[config.mk]
export PLATFORM = sky130hd
export DESIGN_NAME = display_frame_decimal_encoder
export DESIGN_NICKNAME = d
export VERILOG_FILES = /design/src/hw/rtl/dfde_pkg.sv /design/src/hw/rtl/display_frame_decimal_encoder.sv /design/src/hw/rtl/dfde_bin2bcd.sv /design/src/hw/rtl/dfde_seq.sv
export VERILOG_INCLUDE_DIRS = /design/src /design/src/hw/rtl
export SDC_FILE = /design/constraint.sdc
export NUM_CORES = 1
export LEC_CHECK = 0
export BUFFER_PORTS_ARGS = -buffer_cell sky130_fd_sc_hd__buf_2
export CAP_MARGIN = 20
export CORE_MARGIN = 2
export CORE_UTILIZATION = 52
export DETAILED_ROUTE_END_ITERATION = 8
export GPL_TIMING_DRIVEN = 0
export PLACE_DENSITY = 0.81
export SLEW_MARGIN = 30
export SYNTH_ARGS = -nofsm -noshare
export SYNTH_HDL_FRONTEND = slang
export SYNTH_HIERARCHICAL = 1
export SYNTH_SLANG_ARGS = --single-unit
[constraint.sdc]
create_clock -name clk -period 8.3 [get_ports clk]
set_clock_uncertainty 0.05 [all_clocks]
set_input_delay 0 -clock clk [delete_from_list [all_inputs] [get_ports clk]]
set_output_delay 0 -clock clk [all_outputs]
set_load 0.02 [all_outputs]
[src/hw/rtl/assert_macros.svh]
// Assertion macros used by the byte sequencer RTL (dfde_seq).
`ifndef ASSERT_MACROS_SVH
`define ASSERT_MACROS_SVH

`ifndef SYNTHESIS
// Same-cycle implication, disabled during reset.
`define ASSERT_IMPL(lbl, clk, rst, ante, cons) \
  lbl: assert property (@(posedge clk) disable iff (rst) (ante) |-> (cons)) \
    else $error("assertion failed: same-cycle implication");
// Next-cycle implication, disabled during reset.
`define ASSERT_NEXT(lbl, clk, rst, ante, cons) \
  lbl: assert property (@(posedge clk) disable iff (rst) (ante) |=> (cons)) \
    else $error("assertion failed: next-cycle implication");
`else
`define ASSERT_IMPL(lbl, clk, rst, ante, cons)
`define ASSERT_NEXT(lbl, clk, rst, ante, cons)
`endif

`endif

[src/hw/rtl/dfde_pkg.sv]
// Types, constants and fixed-slot table of the display frame encoder.
`default_nettype none

package dfde_pkg;

  localparam int BinWidth  = 16;
  localparam int BcdDigits = 5;
  localparam int BcdWidth  = 4 * BcdDigits;

  localparam logic [7:0] ByteStart = 8'h0A;
  localparam logic [7:0] ByteSep   = 8'hAC;
  localparam logic [7:0] ByteEnd   = 8'h8D;
  localparam logic [3:0] AsciiHigh = 4'h3;

  localparam logic [4:0] LastSlot = 5'd16;

  localparam int TailDepth = 34;

  // Fixed slots in ASCII: "979" | "0" | "53","0","0" | ten "0" | end byte
  localparam logic [7:0] TailRom [0:TailDepth-1] = '{
    8'h39, 8'h37, 8'h39, 8'hAC,
    8'h30, 8'hAC,
    8'h35, 8'h33, 8'hAC, 8'h30, 8'hAC, 8'h30, 8'hAC,
    8'h30, 8'hAC, 8'h30, 8'hAC, 8'h30, 8'hAC, 8'h30, 8'hAC, 8'h30, 8'hAC,
    8'h30, 8'hAC, 8'h30, 8'hAC, 8'h30, 8'hAC, 8'h30, 8'hAC, 8'h30, 8'hAC,
    8'h8D
  };

  typedef enum logic [2:0] {
    ST_IDLE,
    ST_CONV,
    ST_START,
    ST_DIGIT,
    ST_SEP,
    ST_TAIL
  } state_t;

  typedef struct packed {
    logic [5:0] start;
    logic [4:0] len;
  } tail_t;

  function automatic tail_t tail_of(input logic [4:0] slot);
    tail_t t;
    t = '{start: 6'd0, len: 5'd0};
    unique case (slot)
      5'd6:                t = '{start: 6'd0,  len: 5'd4};
      5'd7, 5'd8, 5'd13:   t = '{start: 6'd4,  len: 5'd2};
      5'd15:               t = '{start: 6'd6,  len: 5'd7};
      5'd16:               t = '{start: 6'd13, len: 5'd21};
      default:             t = '{start: 6'd0,  len: 5'd0};
    endcase
    return t;
  endfunction

endpackage

`default_nettype wire

[src/hw/rtl/display_frame_decimal_encoder.sv]
// Display frame encoder: one 16-bit value in, its decimal digits and fixed slots out.
// Each accepted value first goes through serial BCD conversion, one bit a cycle, plus
// hand-over, then one byte per cycle when taken, bar skipped leading zeros (0..4).
// A new value is taken only in idle, once the last byte of the previous one is loaded
// into the single byte output register; this and the bit-serial converter set throughput.
// Reset (rst, synchronous, active high) empties the output and sets the frame to slot 0.
`default_nettype none

module display_frame_decimal_encoder (
  input  wire logic        clk,
  input  wire logic        rst,
  input  wire logic        in_valid,
  output logic             in_ready,
  input  wire logic [15:0] value,
  output logic             out_valid,
  input  wire logic        out_ready,
  output logic      [7:0]  out_byte,
  output logic             last_of_run,
  output logic             end_of_frame
);
  import dfde_pkg::*;

  logic                conv_start;
  logic                conv_done;
  logic [BcdWidth-1:0] conv_bcd;

  // serial shift-and-add-3 conversion of the incoming beat
  dfde_bin2bcd u_bin2bcd (
    .clk   (clk),
    .rst   (rst),
    .start (conv_start),
    .bin   (value),
    .done  (conv_done),
    .bcd   (conv_bcd)
  );

  // digit emission, separators, fixed slots and the registered output beat
  dfde_seq u_seq (
    .clk        (clk),
    .rst        (rst),
    .in_valid   (in_valid),
    .in_ready   (in_ready),
    .conv_start (conv_start),
    .conv_done  (conv_done),
    .conv_bcd   (conv_bcd),
    .out_valid  (out_valid),
    .out_ready  (out_ready),
    .out_byte   (out_byte),
    .out_last   (last_of_run),
    .out_eof    (end_of_frame)
  );

endmodule

`default_nettype wire

[src/hw/rtl/dfde_bin2bcd.sv]
// Bit-serial binary to BCD converter (shift and add-3), one bit per cycle.
`default_nettype none

module dfde_bin2bcd (
  input  wire logic                          clk,
  input  wire logic                          rst,
  input  wire logic                          start,
  input  wire logic [dfde_pkg::BinWidth-1:0] bin,
  output logic                               done,
  output logic      [dfde_pkg::BcdWidth-1:0] bcd
);
  import dfde_pkg::*;

  logic [BinWidth-1:0] bin_sr;
  logic [3:0]          cnt;
  logic                busy;
  logic [BcdWidth-1:0] adj;

  // add 3 to every digit of 5 or more before the shift
  always_comb begin
    for (int d = 0; d < BcdDigits; d++) begin
      if (bcd[4*d +: 4] >= 4'd5) begin
        adj[4*d +: 4] = bcd[4*d +: 4] + 4'd3;
      end else begin
        adj[4*d +: 4] = bcd[4*d +: 4];
      end
    end
  end

  always_ff @(posedge clk) begin
    if (rst) begin
      busy <= 1'b0;
      done <= 1'b0;
      cnt  <= '0;
    end else begin
      done <= 1'b0;
      if (start) begin
        busy <= 1'b1;
        cnt  <= '0;
      end else if (busy) begin
        cnt <= cnt + 4'd1;
        if (cnt == 4'(BinWidth - 1)) begin
          busy <= 1'b0;
          done <= 1'b1;
        end
      end
    end
  end

  always_ff @(posedge clk) begin
    if (start) begin
      bin_sr <= bin;
      bcd    <= '0;
    end else if (busy) begin
      bin_sr <= {bin_sr[BinWidth-2:0], 1'b0};
      bcd    <= {adj[BcdWidth-2:0], bin_sr[BinWidth-1]};
    end
  end

endmodule

`default_nettype wire

[src/hw/rtl/dfde_seq.sv]
// Byte sequencer: start byte, decimal digits, separators, fixed slots, end byte.
`default_nettype none
`include "assert_macros.svh"

module dfde_seq (
  input  wire logic                          clk,
  input  wire logic                          rst,
  input  wire logic                          in_valid,
  output logic                               in_ready,
  output logic                               conv_start,
  input  wire logic                          conv_done,
  input  wire logic [dfde_pkg::BcdWidth-1:0] conv_bcd,
  output logic                               out_valid,
  input  wire logic                          out_ready,
  output logic      [7:0]                    out_byte,
  output logic                               out_last,
  output logic                               out_eof
);
  import dfde_pkg::*;

  state_t              state, state_next;
  logic [4:0]          slot, slot_next;
  logic [BcdWidth-1:0] digits, digits_next;
  logic [2:0]          dig_cnt, dig_cnt_next;
  logic                started, started_next;
  logic [5:0]          tail_idx, tail_idx_next;
  logic [4:0]          tail_rem, tail_rem_next;
  logic                out_valid_next, out_last_next, out_eof_next;
  logic [7:0]          out_byte_next;
  logic                out_free;
  logic [3:0]          top_dig;
  logic [4:0]          slot_inc;
  logic [7:0]          rom_byte;
  tail_t               tail;

  assign in_ready   = (state == ST_IDLE);
  assign conv_start = in_valid && in_ready;
  assign out_free   = !out_valid || out_ready;
  assign top_dig    = digits[BcdWidth-1 -: 4];
  assign slot_inc   = (slot == LastSlot) ? 5'd0 : slot + 5'd1;
  assign tail       = tail_of(slot);
  assign rom_byte   = TailRom[tail_idx];

  always_ff @(posedge clk) begin
    if (rst) begin
      state     <= ST_IDLE;
      slot      <= '0;
      out_valid <= 1'b0;
    end else begin
      state     <= state_next;
      slot      <= slot_next;
      out_valid <= out_valid_next;
    end
  end

  always_ff @(posedge clk) begin
    digits   <= digits_next;
    dig_cnt  <= dig_cnt_next;
    started  <= started_next;
    tail_idx <= tail_idx_next;
    tail_rem <= tail_rem_next;
    out_byte <= out_byte_next;
    out_last <= out_last_next;
    out_eof  <= out_eof_next;
  end

  always_comb begin
    state_next     = state;
    slot_next      = slot;
    digits_next    = digits;
    dig_cnt_next   = dig_cnt;
    started_next   = started;
    tail_idx_next  = tail_idx;
    tail_rem_next  = tail_rem;
    out_valid_next = out_valid && !out_ready;
    out_byte_next  = out_byte;
    out_last_next  = out_last;
    out_eof_next   = out_eof;

    unique case (state)
      ST_IDLE: begin
        if (conv_start) begin
          state_next = ST_CONV;
        end
      end
      ST_CONV: begin
        if (conv_done) begin
          digits_next  = conv_bcd;
          dig_cnt_next = 3'(BcdDigits - 1);
          started_next = 1'b0;
          state_next   = (slot == 5'd0) ? ST_START : ST_DIGIT;
        end
      end
      ST_START: begin
        if (out_free) begin
          out_valid_next = 1'b1;
          out_byte_next  = ByteStart;
          out_last_next  = 1'b0;
          out_eof_next   = 1'b0;
          state_next     = ST_DIGIT;
        end
      end
      ST_DIGIT: begin
        if (!started && top_dig == 4'd0 && dig_cnt != 3'd0) begin
          // leading zero: drop it
          digits_next  = {digits[BcdWidth-5:0], 4'd0};
          dig_cnt_next = dig_cnt - 3'd1;
        end else if (out_free) begin
          out_valid_next = 1'b1;
          out_byte_next  = {AsciiHigh, top_dig};
          out_last_next  = 1'b0;
          out_eof_next   = 1'b0;
          started_next   = 1'b1;
          digits_next    = {digits[BcdWidth-5:0], 4'd0};
          if (dig_cnt == 3'd0) begin
            state_next = ST_SEP;
          end else begin
            dig_cnt_next = dig_cnt - 3'd1;
          end
        end
      end
      ST_SEP: begin
        if (out_free) begin
          out_valid_next = 1'b1;
          out_byte_next  = ByteSep;
          out_eof_next   = 1'b0;
          out_last_next  = (tail.len == 5'd0);
          if (tail.len == 5'd0) begin
            slot_next  = slot_inc;
            state_next = ST_IDLE;
          end else begin
            tail_idx_next = tail.start;
            tail_rem_next = tail.len;
            state_next    = ST_TAIL;
          end
        end
      end
      ST_TAIL: begin
        if (out_free) begin
          out_valid_next = 1'b1;
          out_byte_next  = rom_byte;
          out_eof_next   = (rom_byte == ByteEnd);
          out_last_next  = (tail_rem == 5'd1);
          tail_idx_next  = tail_idx + 6'd1;
          tail_rem_next  = tail_rem - 5'd1;
          if (tail_rem == 5'd1) begin
            slot_next  = slot_inc;
            state_next = ST_IDLE;
          end
        end
      end
      default: begin
        state_next = ST_IDLE;
      end
    endcase
  end

  `ASSERT_IMPL(a_slot_range, clk, rst, 1'b1, slot <= LastSlot)
  `ASSERT_IMPL(a_eof_is_last, clk, rst, out_valid && out_eof, out_last)
  `ASSERT_IMPL(a_done_in_conv, clk, rst, conv_done, state == ST_CONV)
  `ASSERT_NEXT(a_accept_to_conv, clk, rst, conv_start, state == ST_CONV)

endmodule

`default_nettype wire
==> results_dict.tcl <==
set metrics [dict create \
    outcome "finished, final reports clean" \
    fp.dieArea_um2 10560 \
    setup_tns_ns 0 \
    p_switching_uw 295.5 \
    wirelength_mm 10.64 \
    cts_resized 0 \
    use_met3 0.02983 \
    yosysTopAreaCellShare 0.3554 \
    internal_power_uw 761.4 \
    r2r_start "u_seq/state[0]" \
    worstPathRequired_ns 8.35 \
    cts_buffer_depth 2 \
    hold_class "in2reg" \
    fin_nets 614 \
    drv_slew 0 \
    rr_worst_depth 7 \
    rsz0062_at_grt "no" \
    finalSetupViolations 0 \
    diodes 0 \
    rows 36 \
    grt_usage 0.2091 \
    synth.avg_cell_area_um2 9.883 \
    synth_ff_type "edfxtp_1" \
    synth_top_area_cell "edfxtp_1" \
    drt-pass1-iter-count 5 \
    grt_use_met2 0.3565 \
    cts_setup_buffers 0 \
    period_share 0.3149 \
    maxCapViolations 0 \
    io_pins 32 \
    cts_tree "built" \
    finalCriticalPeriod_ns 2.613 \
    max_freq_mhz 382.6 \
    hold_end "u_seq/state[2]" \
    antenna_found_initial 0 \
    worst_setup_path_end_kind "register" \
    report.final.hold_viol_count 0 \
    worst_pin_slew_ns 0.6857 \
    min_from "in_valid" \
    start_util 0.5260 \
    setup_slack_ns 5.687 \
    yosysMostFrequentCell "nand2_1" \
    root_buffer "clkbuf_8" \
    grt_overflow 0 \
    synth_area_leaders "edfxtp_1, dfxtp_1, nand2_1" \
    path_max_fanout 10 \
    die_h_um 102.7 \
    syn_inst 513 \
    drtIter0Drc 199 \
    synth_common_cells "nand2_1, edfxtp_1, nor2_1" \
    crit_arrival_ns 2.66 \
    slew_headroom 0.5429 \
    final_layout_size_suffix_gt1_frac 0.1649 \
    cts_inserted_buffers 9 \
    drc 0 \
    p_sw_frac 0.2796 \
    powerDensity_nw_per_um2 183.2 \
    clock-sinks 95 \
    yosys_warnings 6 \
    yosysSeqAreaShare 0.4936 \
    wl_per_cell_um 15.01 \
    synthArstFlopShare 0 \
    syn_nets 556 \
    ctsHoldBuffers 17 \
    vias 4003 \
    worstHoldPathCells 4 \
    syn-cell-area_um2 5070 \
    gr-max-usage-layer "met2" \
    ys_seq_elements 95 \
    place_congestion 0.8606 \
    startpoint_type "register" \
    area_growth_pct 13.80 \
    cts.clk_slew.worst_paths_ns 0.08 \
    place_ws_ns 5.706 \
    die_x_um 102.7 \
    grt_pass1_vias 3772 \
    dpl.hpwl_mm 7.337 \
    gr-usage-met1 0.2605 \
    p_seq_frac 0.548 \
    clockPowerShare 0.282 \
    insertion_delay_ns 0.38 \
    grt_pass1_wl_mm 17.15 \
    grt_max_degree 21 \
    r2r_end "u_seq/out_byte[1]" \
    fp.coreArea_um2 9639 \
    synth-edff-count 60 \
    vdd.ir_drop.worst_mv 0.08663 \
    detail-route-antenna-nets 0 \
    htreeDepth 3 \
    power_frac_comb 0.170 \
    vias_per_cell 5.646 \
    ff2ff_setup_slack_ns 5.69 \
    portBuffers 30 \
    worstSetupPathType "reg2reg" \
    synth_cell_types 59 \
    leakagePower_nw 2.125 \
]
[flip-flops by register name (all words and copies together), names as in the netlist]
name / count
u_bin2bcd/bcd: 20
u_bin2bcd/bin_sr: 16
u_bin2bcd/busy: 1
u_bin2bcd/cnt: 4
u_bin2bcd/done: 1
u_seq/dig_cnt: 3
u_seq/digits: 20
u_seq/out_byte: 7
u_seq/out_eof: 1
u_seq/out_last: 1
u_seq/out_valid: 1
u_seq/slot: 5
u_seq/started: 1
u_seq/state: 3
u_seq/tail_idx: 6
u_seq/tail_rem: 5
[cell usage in the layout, fill, tap and decap left out, types with 4 or more instances in the layout]
master         Yosys  layout
a21bo_2            4       4
a311oi_1           5       5
clkbuf_1          14      16
nand4_1            8       8
or3_1              5       5
nor2_1            42      41
and2_1             7       7
a21oi_1           29      29
xnor2_1            4       4
nand3_1           16      16
edfxtp_1          60      60
mux2i_1            6       6
buf_2             10      40
o22a_1             4       4
o22ai_1            4       4
ha_1              23      23
inv_1             32      32
xor2_1             6       6
clkbuf_8           0       9
a311oi_2           4       4
and3_1             5       5
nor2b_1            6       6
nor3_1            11      11
dfxtp_1           35      35
o21ai_0           19      19
o32ai_1            4       4
nand2b_1           7       7
dlygate4sd3_1      0      17
nand2_1           78      78
o21ai_2            8       8
mux2_2            16      16
[worst max path at each step]
stage                              start                 to  slack (ns)  depth (start not counted)
after global routing      u_seq/state[0]  u_seq/out_byte[1]        5.44                          7
after floorplan           u_seq/state[0]    u_seq/digits[0]        5.68                          5
final                     u_seq/state[0]  u_seq/out_byte[1]        5.69                          7
after global placement    u_seq/state[0]    u_seq/digits[1]        5.03                          5
after CTS                  u_seq/slot[0]  u_seq/tail_rem[1]        5.69                          5
after detailed placement   u_seq/slot[0]  u_seq/tail_idx[4]        5.71                          5
[power by group through the flow]
stage / registers [mW] / logic, mW / clock network (mW)
2_1_floorplan: 0.578 / 0.132 / 0
3_3_place_gp: 0.587 / 0.157 / 0
4_1_cts: 0.579 / 0.177 / 0.306
6_report: 0.580 / 0.180 / 0.298
5_1_grt: 0.585 / 0.197 / 0.323
3_5_place_dp: 0.590 / 0.168 / 0
[stage by stage]
stage | cell area [um2] | hold WS [ns] | power [mW] | utilization | instances
6_report | 5769 | 0.1040 | 1.057 | 0.5985 | 709
2_1_floorplan | 5070 | 0.02238 | 0.7098 | - | 513
5_1_grt | 5769 | 0.1560 | 1.105 | 0.5985 | 709
3_5_place_dp | 5401 | 0.2298 | 0.7579 | 0.5604 | 676
4_1_cts | 5761 | 0.08768 | 1.062 | 0.5976 | 709
3_3_place_gp | 5386 | 0.2127 | 0.7445 | 0.5588 | 676
[critical path: stages, from the launching register on]
cell and delay [ns]:
dfxtp_1 0.31, clkbuf_1 0.35, clkinv_1 0.39, nor2_1 0.30, nand2_1 0.19, inv_1 0.21
clkbuf_1 0.40, o211ai_1 0.14
[metal layers]
layer,up-vias,part of all wire
li1,1956,-
met1,1906,0.42
met2,118,0.50
met3,23,0.050
met4,0,0.025
met5,-,0
[cell type report]
| cell class | instances | area (um2) |
|---|---|---|
| multi-input cells | 359 | 2346 |
| repair buffers | 47 | 320.3 |
| fillers | 795 | 3870 |
| inverters | 33 | 123.9 |
| flip-flops and latches | 95 | 2502 |
| plain buffers | 26 | 121.4 |
| well taps | 133 | 166.4 |
| clock inverters | 5 | 57.56 |
| clock buffers | 11 | 131.4 |
[cell families after synthesis]
kind of cell | after synthesis | synth area share
other cells | 1 | 0.0007397
simple gates | 200 | 0.1878
buf+inv | 59 | 0.04837
compound gates | 101 | 0.1429
flops | 95 | 0.4936
fa+ha+maj | 23 | 0.05676
xor+xnor | 10 | 0.01727
mux | 24 | 0.05257
Power figures use the tool's default switching activity.
